### config.mk
export PLATFORM = sky130hd
export DESIGN_NAME = keyed_object_dictionary
export DESIGN_NICKNAME = d
export VERILOG_FILES = /design/src/rtl/kod_pkg.sv /design/src/rtl/keyed_object_dictionary.sv
export SDC_FILE = /design/constraint.sdc
export NUM_CORES = 2
export LEC_CHECK = 0
export BUFFER_PORTS_ARGS = -buffer_cell sky130_fd_sc_hd__buf_2
export CORE_UTILIZATION = 50
export DETAILED_ROUTE_END_ITERATION = 16
export GPL_ROUTABILITY_DRIVEN = 0
export PLACE_DENSITY_LB_ADDON = 0.2
export SYNTH_ARGS = -nofsm -noshare
export SYNTH_HDL_FRONTEND = slang
export SYNTH_SLANG_ARGS = --single-unit
### constraint.sdc
create_clock -name i_clk -period 12.77 [get_ports i_clk]
set_input_delay 2.554 -clock i_clk [delete_from_list [all_inputs] [get_ports i_clk]]
set_output_delay 2.554 -clock i_clk [all_outputs]
set_load 0.05 [all_outputs]
### src/rtl/kod_pkg.sv
// Package for the keyed object dictionary: sizes, codes, item types and helpers.
package kod_pkg;

    localparam int TABLE_ENTRIES = 32;
    localparam int MAX_BYTES     = 8;
    localparam int IDX_W = (TABLE_ENTRIES > 1) ? $clog2(TABLE_ENTRIES) : 1;
    localparam int CNT_W = $clog2(TABLE_ENTRIES + 1);

    typedef enum logic [1:0] {
        CMD_ADD   = 2'd0,
        CMD_READ  = 2'd1,
        CMD_WRITE = 2'd2,
        CMD_NONE  = 2'd3
    } t_cmd;

    typedef enum logic [2:0] {
        ST_OK            = 3'd0,
        ST_OUT_OF_MEMORY = 3'd1,
        ST_INCOMPATIBLE  = 3'd2,
        ST_NOT_FOUND     = 3'd3,
        ST_WRITE_ONLY    = 3'd4,
        ST_READ_ONLY     = 3'd5,
        ST_TOO_LONG      = 3'd6,
        ST_TOO_SHORT     = 3'd7
    } t_status;

    typedef enum logic [1:0] {
        S_IDLE,
        S_SCAN,
        S_FETCH,
        S_DECIDE
    } t_state;

    typedef struct packed {
        logic [1:0]  command;
        logic [23:0] object_key;
        logic        may_read;
        logic        may_write;
        logic [3:0]  data_length;
        logic [63:0] data_value;
    } t_in_item;

    typedef struct packed {
        logic [2:0]  status;
        logic [63:0] read_data;
        logic [3:0]  byte_count;
    } t_out_item;

    // bit 0 of access: readable, bit 1: writable
    typedef struct packed {
        logic [23:0] key;
        logic [1:0]  access;
        logic [3:0]  length;
    } t_entry;

    function automatic logic [63:0] byte_mask(input logic [3:0] nbytes);
        logic [63:0] m;
        m = '0;
        for (int b = 0; b < 8; b++) begin
            if (4'(b) < nbytes) begin
                m[b*8 +: 8] = 8'hFF;
            end
        end
        return m;
    endfunction

endpackage

### src/rtl/keyed_object_dictionary.sv
// Keyed object dictionary: entry table in two memories, scanned one key per cycle.
//
//  channel | direction | handshake          | payload
//  in      | input     | i_in_valid/o_in_stall  | i_in_item (t_in_item)
//  out     | output    | o_out_valid/i_out_stall| o_out_item (t_out_item)
//  cfg     | input     | i_cfg_valid/o_cfg_ready| i_cfg_data (table_frozen)
//
// Each item passes S_SCAN, S_FETCH, S_DECIDE; the scan stops early at a matching key:
// it reads one entry per cycle from the key memory, S_FETCH reads the value memory,
// S_DECIDE decides, writes back once the output is free. One item is worked at a time.
// Reset clears the entry count and the frozen flag; memory contents need no clearing.
// A result waits in the output register while the next item is already accepted.
module keyed_object_dictionary (
    input  logic               i_clk,
    input  logic               i_rst_n,
    input  logic               i_in_valid,
    output logic               o_in_stall,
    input  kod_pkg::t_in_item  i_in_item,
    output logic               o_out_valid,
    input  logic               i_out_stall,
    output kod_pkg::t_out_item o_out_item,
    input  logic               i_cfg_valid,
    output logic               o_cfg_ready,
    input  logic               i_cfg_data
);
    import kod_pkg::*;

    t_entry      key_mem [TABLE_ENTRIES];
    logic [63:0] val_mem [TABLE_ENTRIES];

    t_state      r_state, n_state;
    logic        r_frozen;
    logic [CNT_W-1:0] r_count, n_count;
    logic [CNT_W-1:0] r_addr, n_addr;
    logic        r_pend, n_pend;
    logic        r_found, n_found;
    logic [IDX_W-1:0] r_slot, n_slot;
    t_entry      r_meta, n_meta;
    t_in_item    r_item;
    t_entry      r_rd_entry;
    logic [63:0] r_rd_value;
    logic        r_out_valid, n_out_valid;
    t_out_item   r_out, n_out;

    logic        key_we, val_we;
    logic [IDX_W-1:0] wr_idx;
    t_entry      wr_entry;
    logic [63:0] wr_value;
    logic        match, out_free, accept;
    logic [CNT_W-1:0] prev_addr;

    assign o_in_stall  = (r_state != S_IDLE);
    assign o_cfg_ready = 1'b1;
    assign o_out_valid = r_out_valid;
    assign o_out_item  = r_out;

    assign accept    = i_in_valid && (r_state == S_IDLE);
    assign out_free  = !r_out_valid || !i_out_stall;
    assign match     = r_pend && (r_rd_entry.key == r_item.object_key);
    assign prev_addr = r_addr - CNT_W'(1);

    always_ff @(posedge i_clk) begin
        r_rd_entry <= key_mem[r_addr[IDX_W-1:0]];
        r_rd_value <= val_mem[r_slot];
        if (key_we) begin
            key_mem[wr_idx] <= wr_entry;
        end
        if (val_we) begin
            val_mem[wr_idx] <= wr_value;
        end
    end

    always_ff @(posedge i_clk) begin
        if (!i_rst_n) begin
            r_state     <= S_IDLE;
            r_frozen    <= 1'b0;
            r_count     <= '0;
            r_addr      <= '0;
            r_pend      <= 1'b0;
            r_found     <= 1'b0;
            r_out_valid <= 1'b0;
        end else begin
            r_state     <= n_state;
            r_count     <= n_count;
            r_addr      <= n_addr;
            r_pend      <= n_pend;
            r_found     <= n_found;
            r_out_valid <= n_out_valid;
            if (i_cfg_valid) begin
                r_frozen <= i_cfg_data;
            end
        end
    end

    always_ff @(posedge i_clk) begin
        r_slot <= n_slot;
        r_meta <= n_meta;
        r_out  <= n_out;
        if (accept) begin
            r_item <= i_in_item;
        end
    end

    always_comb begin
        n_state     = r_state;
        n_count     = r_count;
        n_addr      = r_addr;
        n_pend      = r_pend;
        n_found     = r_found;
        n_slot      = r_slot;
        n_meta      = r_meta;
        n_out       = r_out;
        n_out_valid = r_out_valid && i_out_stall;
        key_we      = 1'b0;
        val_we      = 1'b0;
        wr_idx      = r_slot;
        wr_entry.key    = r_item.object_key;
        wr_entry.access = {r_item.may_write, r_item.may_read};
        wr_entry.length = r_item.data_length;
        wr_value    = r_item.data_value & byte_mask(r_item.data_length);

        case (r_state)
            S_IDLE: begin
                if (accept) begin
                    n_state = S_SCAN;
                    n_addr  = '0;
                    n_pend  = 1'b0;
                    n_found = 1'b0;
                end
            end
            S_SCAN: begin
                if (match) begin
                    n_found = 1'b1;
                    n_slot  = prev_addr[IDX_W-1:0];
                    n_meta  = r_rd_entry;
                    n_state = S_FETCH;
                end else if (r_addr == r_count) begin
                    n_found = 1'b0;
                    n_state = S_FETCH;
                end else begin
                    n_pend = 1'b1;
                    n_addr = r_addr + CNT_W'(1);
                end
            end
            S_FETCH: begin
                n_state = S_DECIDE;
            end
            S_DECIDE: begin
                if (out_free) begin
                    n_state          = S_IDLE;
                    n_out_valid      = 1'b1;
                    n_out.status     = ST_OK;
                    n_out.read_data  = '0;
                    n_out.byte_count = '0;
                    case (t_cmd'(r_item.command))
                        CMD_ADD: begin
                            if (r_frozen || r_item.data_length == 4'd0
                                || r_item.data_length > 4'(MAX_BYTES)
                                || r_count == CNT_W'(TABLE_ENTRIES)) begin
                                n_out.status = ST_OUT_OF_MEMORY;
                            end else if (r_found) begin
                                n_out.status = ST_INCOMPATIBLE;
                            end else begin
                                wr_idx  = r_count[IDX_W-1:0];
                                key_we  = 1'b1;
                                val_we  = 1'b1;
                                n_count = r_count + CNT_W'(1);
                            end
                        end
                        CMD_READ: begin
                            if (!r_found) begin
                                n_out.status = ST_NOT_FOUND;
                            end else if (!r_meta.access[0]) begin
                                n_out.status = ST_WRITE_ONLY;
                            end else if (r_item.data_length < r_meta.length) begin
                                n_out.status = ST_OUT_OF_MEMORY;
                            end else begin
                                n_out.read_data  = r_rd_value & byte_mask(r_meta.length);
                                n_out.byte_count = r_meta.length;
                            end
                        end
                        CMD_WRITE: begin
                            if (!r_found) begin
                                n_out.status = ST_NOT_FOUND;
                            end else if (!r_meta.access[1]) begin
                                n_out.status = ST_READ_ONLY;
                            end else if (r_item.data_length > r_meta.length) begin
                                n_out.status = ST_TOO_LONG;
                            end else if (r_item.data_length < r_meta.length) begin
                                n_out.status = ST_TOO_SHORT;
                            end else begin
                                val_we = 1'b1;
                            end
                        end
                        default: begin
                            n_out.status = ST_INCOMPATIBLE;
                        end
                    endcase
                end
            end
            default: begin
                n_state = S_IDLE;
            end
        endcase
    end

endmodule

## After elaboration in Yosys (flattened, before gate mapping)

Memories as Yosys holds them, arrays and structs flattened. A register that Yosys moved wholly into a read port is not among the register bits.
Cells that the tools add are included.

| operators by class | value |
|---|---|
| add/sub/neg operators | 3 |
| $lt $le $gt $ge | 19 |
| equality and inequality tests | 13 |
| mux-type cells | 113 |
| bitwise logic cells | 6 |
| reductions and logical operators | 21 |

Operators by type and width:

| kind | count |
|---|---|
| 8-bit two-way mux | 64 |
| 64-bit bitwise AND | 2 |
| 3-bit by 4-bit less-than comparator with 1-bit output, first input constant | 8 |
| 5-bit two-way mux | 5 |
| 24-bit == test | 1 |
| 1-bit two-way mux | 23 |
| 3-bit two-way mux | 6 |
| 6-bit two-way mux | 3 |
| 1-bit by 4-bit less-than comparator with 1-bit output, first input constant | 4 |
| 2-bit by 4-bit less-than comparator with 1-bit output, first input constant | 4 |
| 6-bit by 1-bit adder with 6-bit output, second input constant | 2 |
| 2-bit two-way mux | 6 |
| 6-bit case mux with 2 select lines | 1 |
| 3-bit case mux with 3 select lines | 1 |
| 2-bit != test, second input constant | 4 |
| 2-bit case mux with 4 select lines | 1 |
| 2-bit == test, second input constant | 3 |
| 6-bit == test | 1 |
| 6-bit == test, second input constant | 1 |
| 1-bit case mux with 2 select lines | 3 |
| 3-bit AND reduction | 2 |
| 5-bit AND reduction | 1 |
| 5-bit by 1-bit subtractor with 5-bit output, second input constant | 1 |
| 2-bit by 1-bit == test with 1-bit output, second input constant | 2 |
| 14 further kinds | 26 |

| word-level totals | value |
|---|---|
| register bits | 196 |
| RAM bits | 3008 |
| input port bits | 102 |
| word-level logic and storage cells | 196 |
| memories kept | 2 |

Memories:

| memory | words | bits a word | read ports | clocked after Yosys merged registers in | write ports | line | RTL |
|---|---|---|---|---|---|---|---|
| val_mem | 32 | 64 | 1 | 1 | 1 | keyed_object_dictionary.sv:29 | `logic [63:0] val_mem [TABLE_ENTRIES];` |
| key_mem | 32 | 30 | 1 | 1 | 1 | keyed_object_dictionary.sv:28 | `t_entry key_mem [TABLE_ENTRIES];` |

## Longest topological paths before layout

| logic depth | value |
|---|---|
| depth in word-level cells | 10 |
| depth in mapped cells | 10 |
| depth with buffers taken out | 8 |

## Worst setup path after synthesis

OpenSTA, ideal clock, no wires.

| path | value |
|---|---|
| kind | input port to flip-flop |
| start | input port i_out_stall |
| end | memory val_mem[16][0] (enable) |
| data arrival time | 6.670 ns |
| required time | 12.283 ns |
| path slack | 5.614 ns |
| stages | 8 |
| cell sequence | a21bo_2 > nor4_1 > and2_1 > buf_2 > buf_6 > nand3_2 > o31a_2 > nor2_1 |

| between the ends | value |
|---|---|
| longest elaborated chain between the ends | 6 |
| elaborated cells on any way between the ends | 8 |
| classes of those cells | 6 x mux; 2 x reduce/logical |

RTL lines:

| item | line | RTL |
|---|---|---|
| start: declaration | keyed_object_dictionary.sv:20 | `input logic i_out_stall,` |
| 1-bit zero test (*) | keyed_object_dictionary.sv:58 | `assign out_free = !r_out_valid \|\| !i_out_stall;` |
| 1-bit logical OR (*) | keyed_object_dictionary.sv:58 |  |
| 1-bit two-way mux | keyed_object_dictionary.sv:149 | `if (out_free) begin` |
| 1-bit two-way mux | keyed_object_dictionary.sv:122 | `case (r_state)` |
| 1-bit two-way mux | keyed_object_dictionary.sv:68 | `if (val_we) begin` |
| 1-bit two-way mux (implied by the code) | keyed_object_dictionary.sv:69 | `val_mem[wr_idx] <= wr_value;` |
| end: declaration | keyed_object_dictionary.sv:29 |  |

Every way passes the cells marked *; elsewhere a longest branch is shown, timed or not.

## Worst setup path in the final report

| path | value |
|---|---|
| start | input port i_out_stall |
| end | memory val_mem[14][49] (enable) |

Same word-level chain as after synthesis.

==> results by group <==
Floorplanning
  – Total die area: roughly 0.25 mm²
  – Core area: 0.246 mm²
  – Top-level I/O count: approximately 180
  – Die W: roughly 500 µm
  – Initial Util: 0.503
  – Std-Cell Rows: between 150 and 200
  – Die Y: 500 µm

Routing
  – Via count: around 55000
  – Routed Antenna Nets: 0
  – Via/cell ratio: 6.04
  – Final WL: slightly below 300000 µm
  – DRC: 0
  – Initial detailed-routing violation count: around 6300
  – DR WL/cell: between 30 and 40 µm
  – Drt pass-1 iters: 5

Clock network
  – Htree depth: 5
  – Clock root buffer: clkbuf_16
  – Setup bufs post-CTS: 0
  – CTS Buf Count: between 300 and 400
  – Resized Gates After CTS: 0
  – Clock Tree Buf Depth: 4
  – Cts hold-fix bufs: 0
  – Worst-Skew Late Latency: between 0.9 and 1 ns
  – CTS tree: yes
  – Reg clk slew, reported paths: roughly 0.060 ns
  – CTS Sinks: approximately 3300

GRT
  – All-Layer GR Usage: 0.237
  – First-pass GRT wire length: between 400000 and 500000 µm
  – Largest net degree at the start of global routing: between 100 and 150
  – Initial antenna violation count: 27
  – Vias in the first global route: roughly 56000
  – Grt ovf: 0

Timing
  – FMAX: between 150 and 200 MHz
  – Clock skew: approximately 0.081 ns
  – RSZ-0062 raised after global routing: no
  – Count of pins over their slew limit: 0
  – Min cycle time layout: between 6 and 7 ns
  – Fin. Hold Viols: 0
  – Setup total negative slack: 0 ns
  – Slew @ Worst Pin: roughly 1.4 ns
  – Tcrit/Tclk final: 0.507
  – Slew margin rel.: 0.0856
  – Count of final setup violators: 0

Place
  – IO Port Bufs: around 170
  – Post-DP Area: approximately 0.13 mm²
  – HPWL Detailed: roughly 170000 µm

Synth
  – Top cells by count, synth: 3186 x edfxtp_1, 940 x mux4_2, 145 x clkbuf_1
  – Syn_area_per_cell: around 25 µm²
  – Number of synthesized register bits: between 3000 and 4000
  – Post-synth top flop: edfxtp_1
  – Mapped Cells: between 5000 and 6000
  – Largest cells by area after synthesis: edfxtp_1 77%, mux4_2 17%, dfxtp_1 1.8%
  – Syn_nets: a little over 5000
  – EDFF count, synth: about 3200
  – Dominant cell type by area after synthesis: edfxtp_1
  – Share of synthesized registers carrying an async set or reset: 0
  – Most numerous cell in the Yosys netlist: edfxtp_1
  – Synthesized area: about 0.12 mm²
  – Synth Warn #: 0
  – Yosys cell types: just over 60
  – Area share of the largest cell type after synthesis: 0.772
  – Post-synthesis sequential area ratio: 0.791

Critical path
  – Largest fanout on the critical path: 44
  – Critical Path End Type: flip-flop
  – Critical path's slowest cell: nor2_4
  – Critical path type: primary input to flip-flop
  – CP Cell Sequence: buf_2, a21bo_2, nor4_1, and2_1, nand3_2, o21a_1, nor2_4, buf_4
  – Req. time, crit path: approximately 13 ns
  – Slowest stage delay, CP: 0.83 ns
  – CP Data Arrival Time: 7.00 ns
  – Startpoint Class: primary input

Pwr
  – VDD IR-drop max: around 0.00013 V
  – Pwr per Cell Area: between 150 and 200 mW/mm²
  – Leakage: roughly 43 nW

Cells and area
  – Ratio of cells with drive above 1 in the final layout: 0.348
  – Net count, final: 5612
  – Area grow syn2layout: 13.8%
  – Final instance area: 0.141 mm²

Worst hold path
  – Hold Path Class: flip-flop to flip-flop

Flow run
  – Max-cap violations: 0

Run status
  – Status: finished clean
## area by class of cell
type,instances,area [µm²]
repair buffers,379,2470
well taps,3312,4140
clock buffers,437,9330
clock inverters,176,1560
diodes,12,30.0
multi-input cells,1450,25500
fillers,17561,105000
flip-flops and latches,3298,97900
inverters,20,77.6
## cells in the final DEF, fill, tap and decap left out, drive strengths merged, types with 3 or more instances in the layout
cell,netlist,layout
diode,0,12
nand2b,4,4
bufinv,0,26
mux4,940,940
edfxtp,3186,3186
nand2,27,27
nor2,85,85
o21ai,10,10
clkinv,1,137
nand3,11,11
mux2i,3,3
nor4,6,6
mux2,94,94
clkbuf,145,437
clkinvlp,0,7
o21a,3,3
xnor2,18,18
a21o,4,4
or2,3,3
nand4,8,8
dfxtp,112,112
and2,84,84
inv,19,26
nor4b,3,3
buf,95,379
nor2b,49,49
nor3,14,14
a21boi,3,3
ha,12,12
a21oi,16,16
a41oi,4,4
a211oi,4,4
xor2,20,20
## power by group
group / internal [mW] / total [mW] / switching (mW)
Combinational: 0.199 / 1.35 / 1.15
Sequential: 12.6 / 12.7 / 0.0707
Clock: 5.68 / 9.71 / 4.03
Total: 18.5 / 23.8 / 5.25
## metal layers
layer	up-vias	GRT usage	share of wire
met5	-	0	0.00021
met4	10	0.0617	0.025
met3	426	0.0636	0.096
met2	2343	0.358	0.47
met1	29671	0.344	0.41
li1	22462	-	-
## critical path: cells and delay by family
| kind | cells | cell delay (ns) |
|---|---|---|
| AO/OA/AOI/OAI | 2 | 0.85 |
| buffers and inverters | 2 | 0.88 |
| AND/OR/NAND/NOR | 4 | 2.61 |
## worst paths after layout
check | start | endpoint | slack [ns] | depth (start not counted)
worst max-delay path | i_out_stall | val_mem[14][49]$_DFFE_PP_ | 6.30 | 8
worst min-delay path | r_rd_entry[1]$_DFF_P_ | r_meta[1]$_DFFE_PP_ | 0.40 | 0
worst max register to register | r_item[67]$_DFFE_PP_ | val_mem[14][49]$_DFFE_PP_ | 7.23 | 8
worst min register to register | r_rd_entry[1]$_DFF_P_ | r_meta[1]$_DFFE_PP_ | 0.40 | 0
## sequential cells by signal, summed over array words and instances, names as in the netlist
| signal | count |
|---|---|
| r_meta | 6 |
| o_out_item | 71 |
| r_rd_value | 64 |
| val_mem | 2048 |
| r_frozen | 1 |
| key_mem | 960 |
| r_pend | 1 |
| r_state | 2 |
| r_addr | 6 |
| r_rd_entry | 30 |
| o_out_valid | 1 |
| r_count | 6 |
| r_item | 96 |
| r_found | 1 |
| r_slot | 5 |
## metrics by stage
step | power (mW) | setup slack [ns] | hold WS [ns] | cells | utilization
after floorplan | 13.5 | 5.61 | 0.386 | 5008 | -
after global placement | 14.2 | 5.33 | 0.390 | 8459 | 0.528
after detailed placement | 14.3 | 5.34 | 0.389 | 8459 | 0.528
after CTS | 23.9 | 6.32 | 0.404 | 9072 | 0.573
after global routing | 24.4 | 6.03 | 0.408 | 9080 | 0.573
final | 23.8 | 6.30 | 0.405 | 9084 | 0.573
## kinds of logic after synthesis
logic type | Yosys count | share of synthesized area
buffers and inverters | 260 | 0.00910
adders and majority gates | 12 | 0.00121
DFF | 3298 | 0.791
xor gates and xnor gates | 38 | 0.00269
AOI/OAI and AO/OA | 60 | 0.00360
other | 1 | 0.0000303
and+or+nand+nor | 302 | 0.0131
muxes | 1037 | 0.180
No activity file was read; power rests on OpenSTA's default activity.
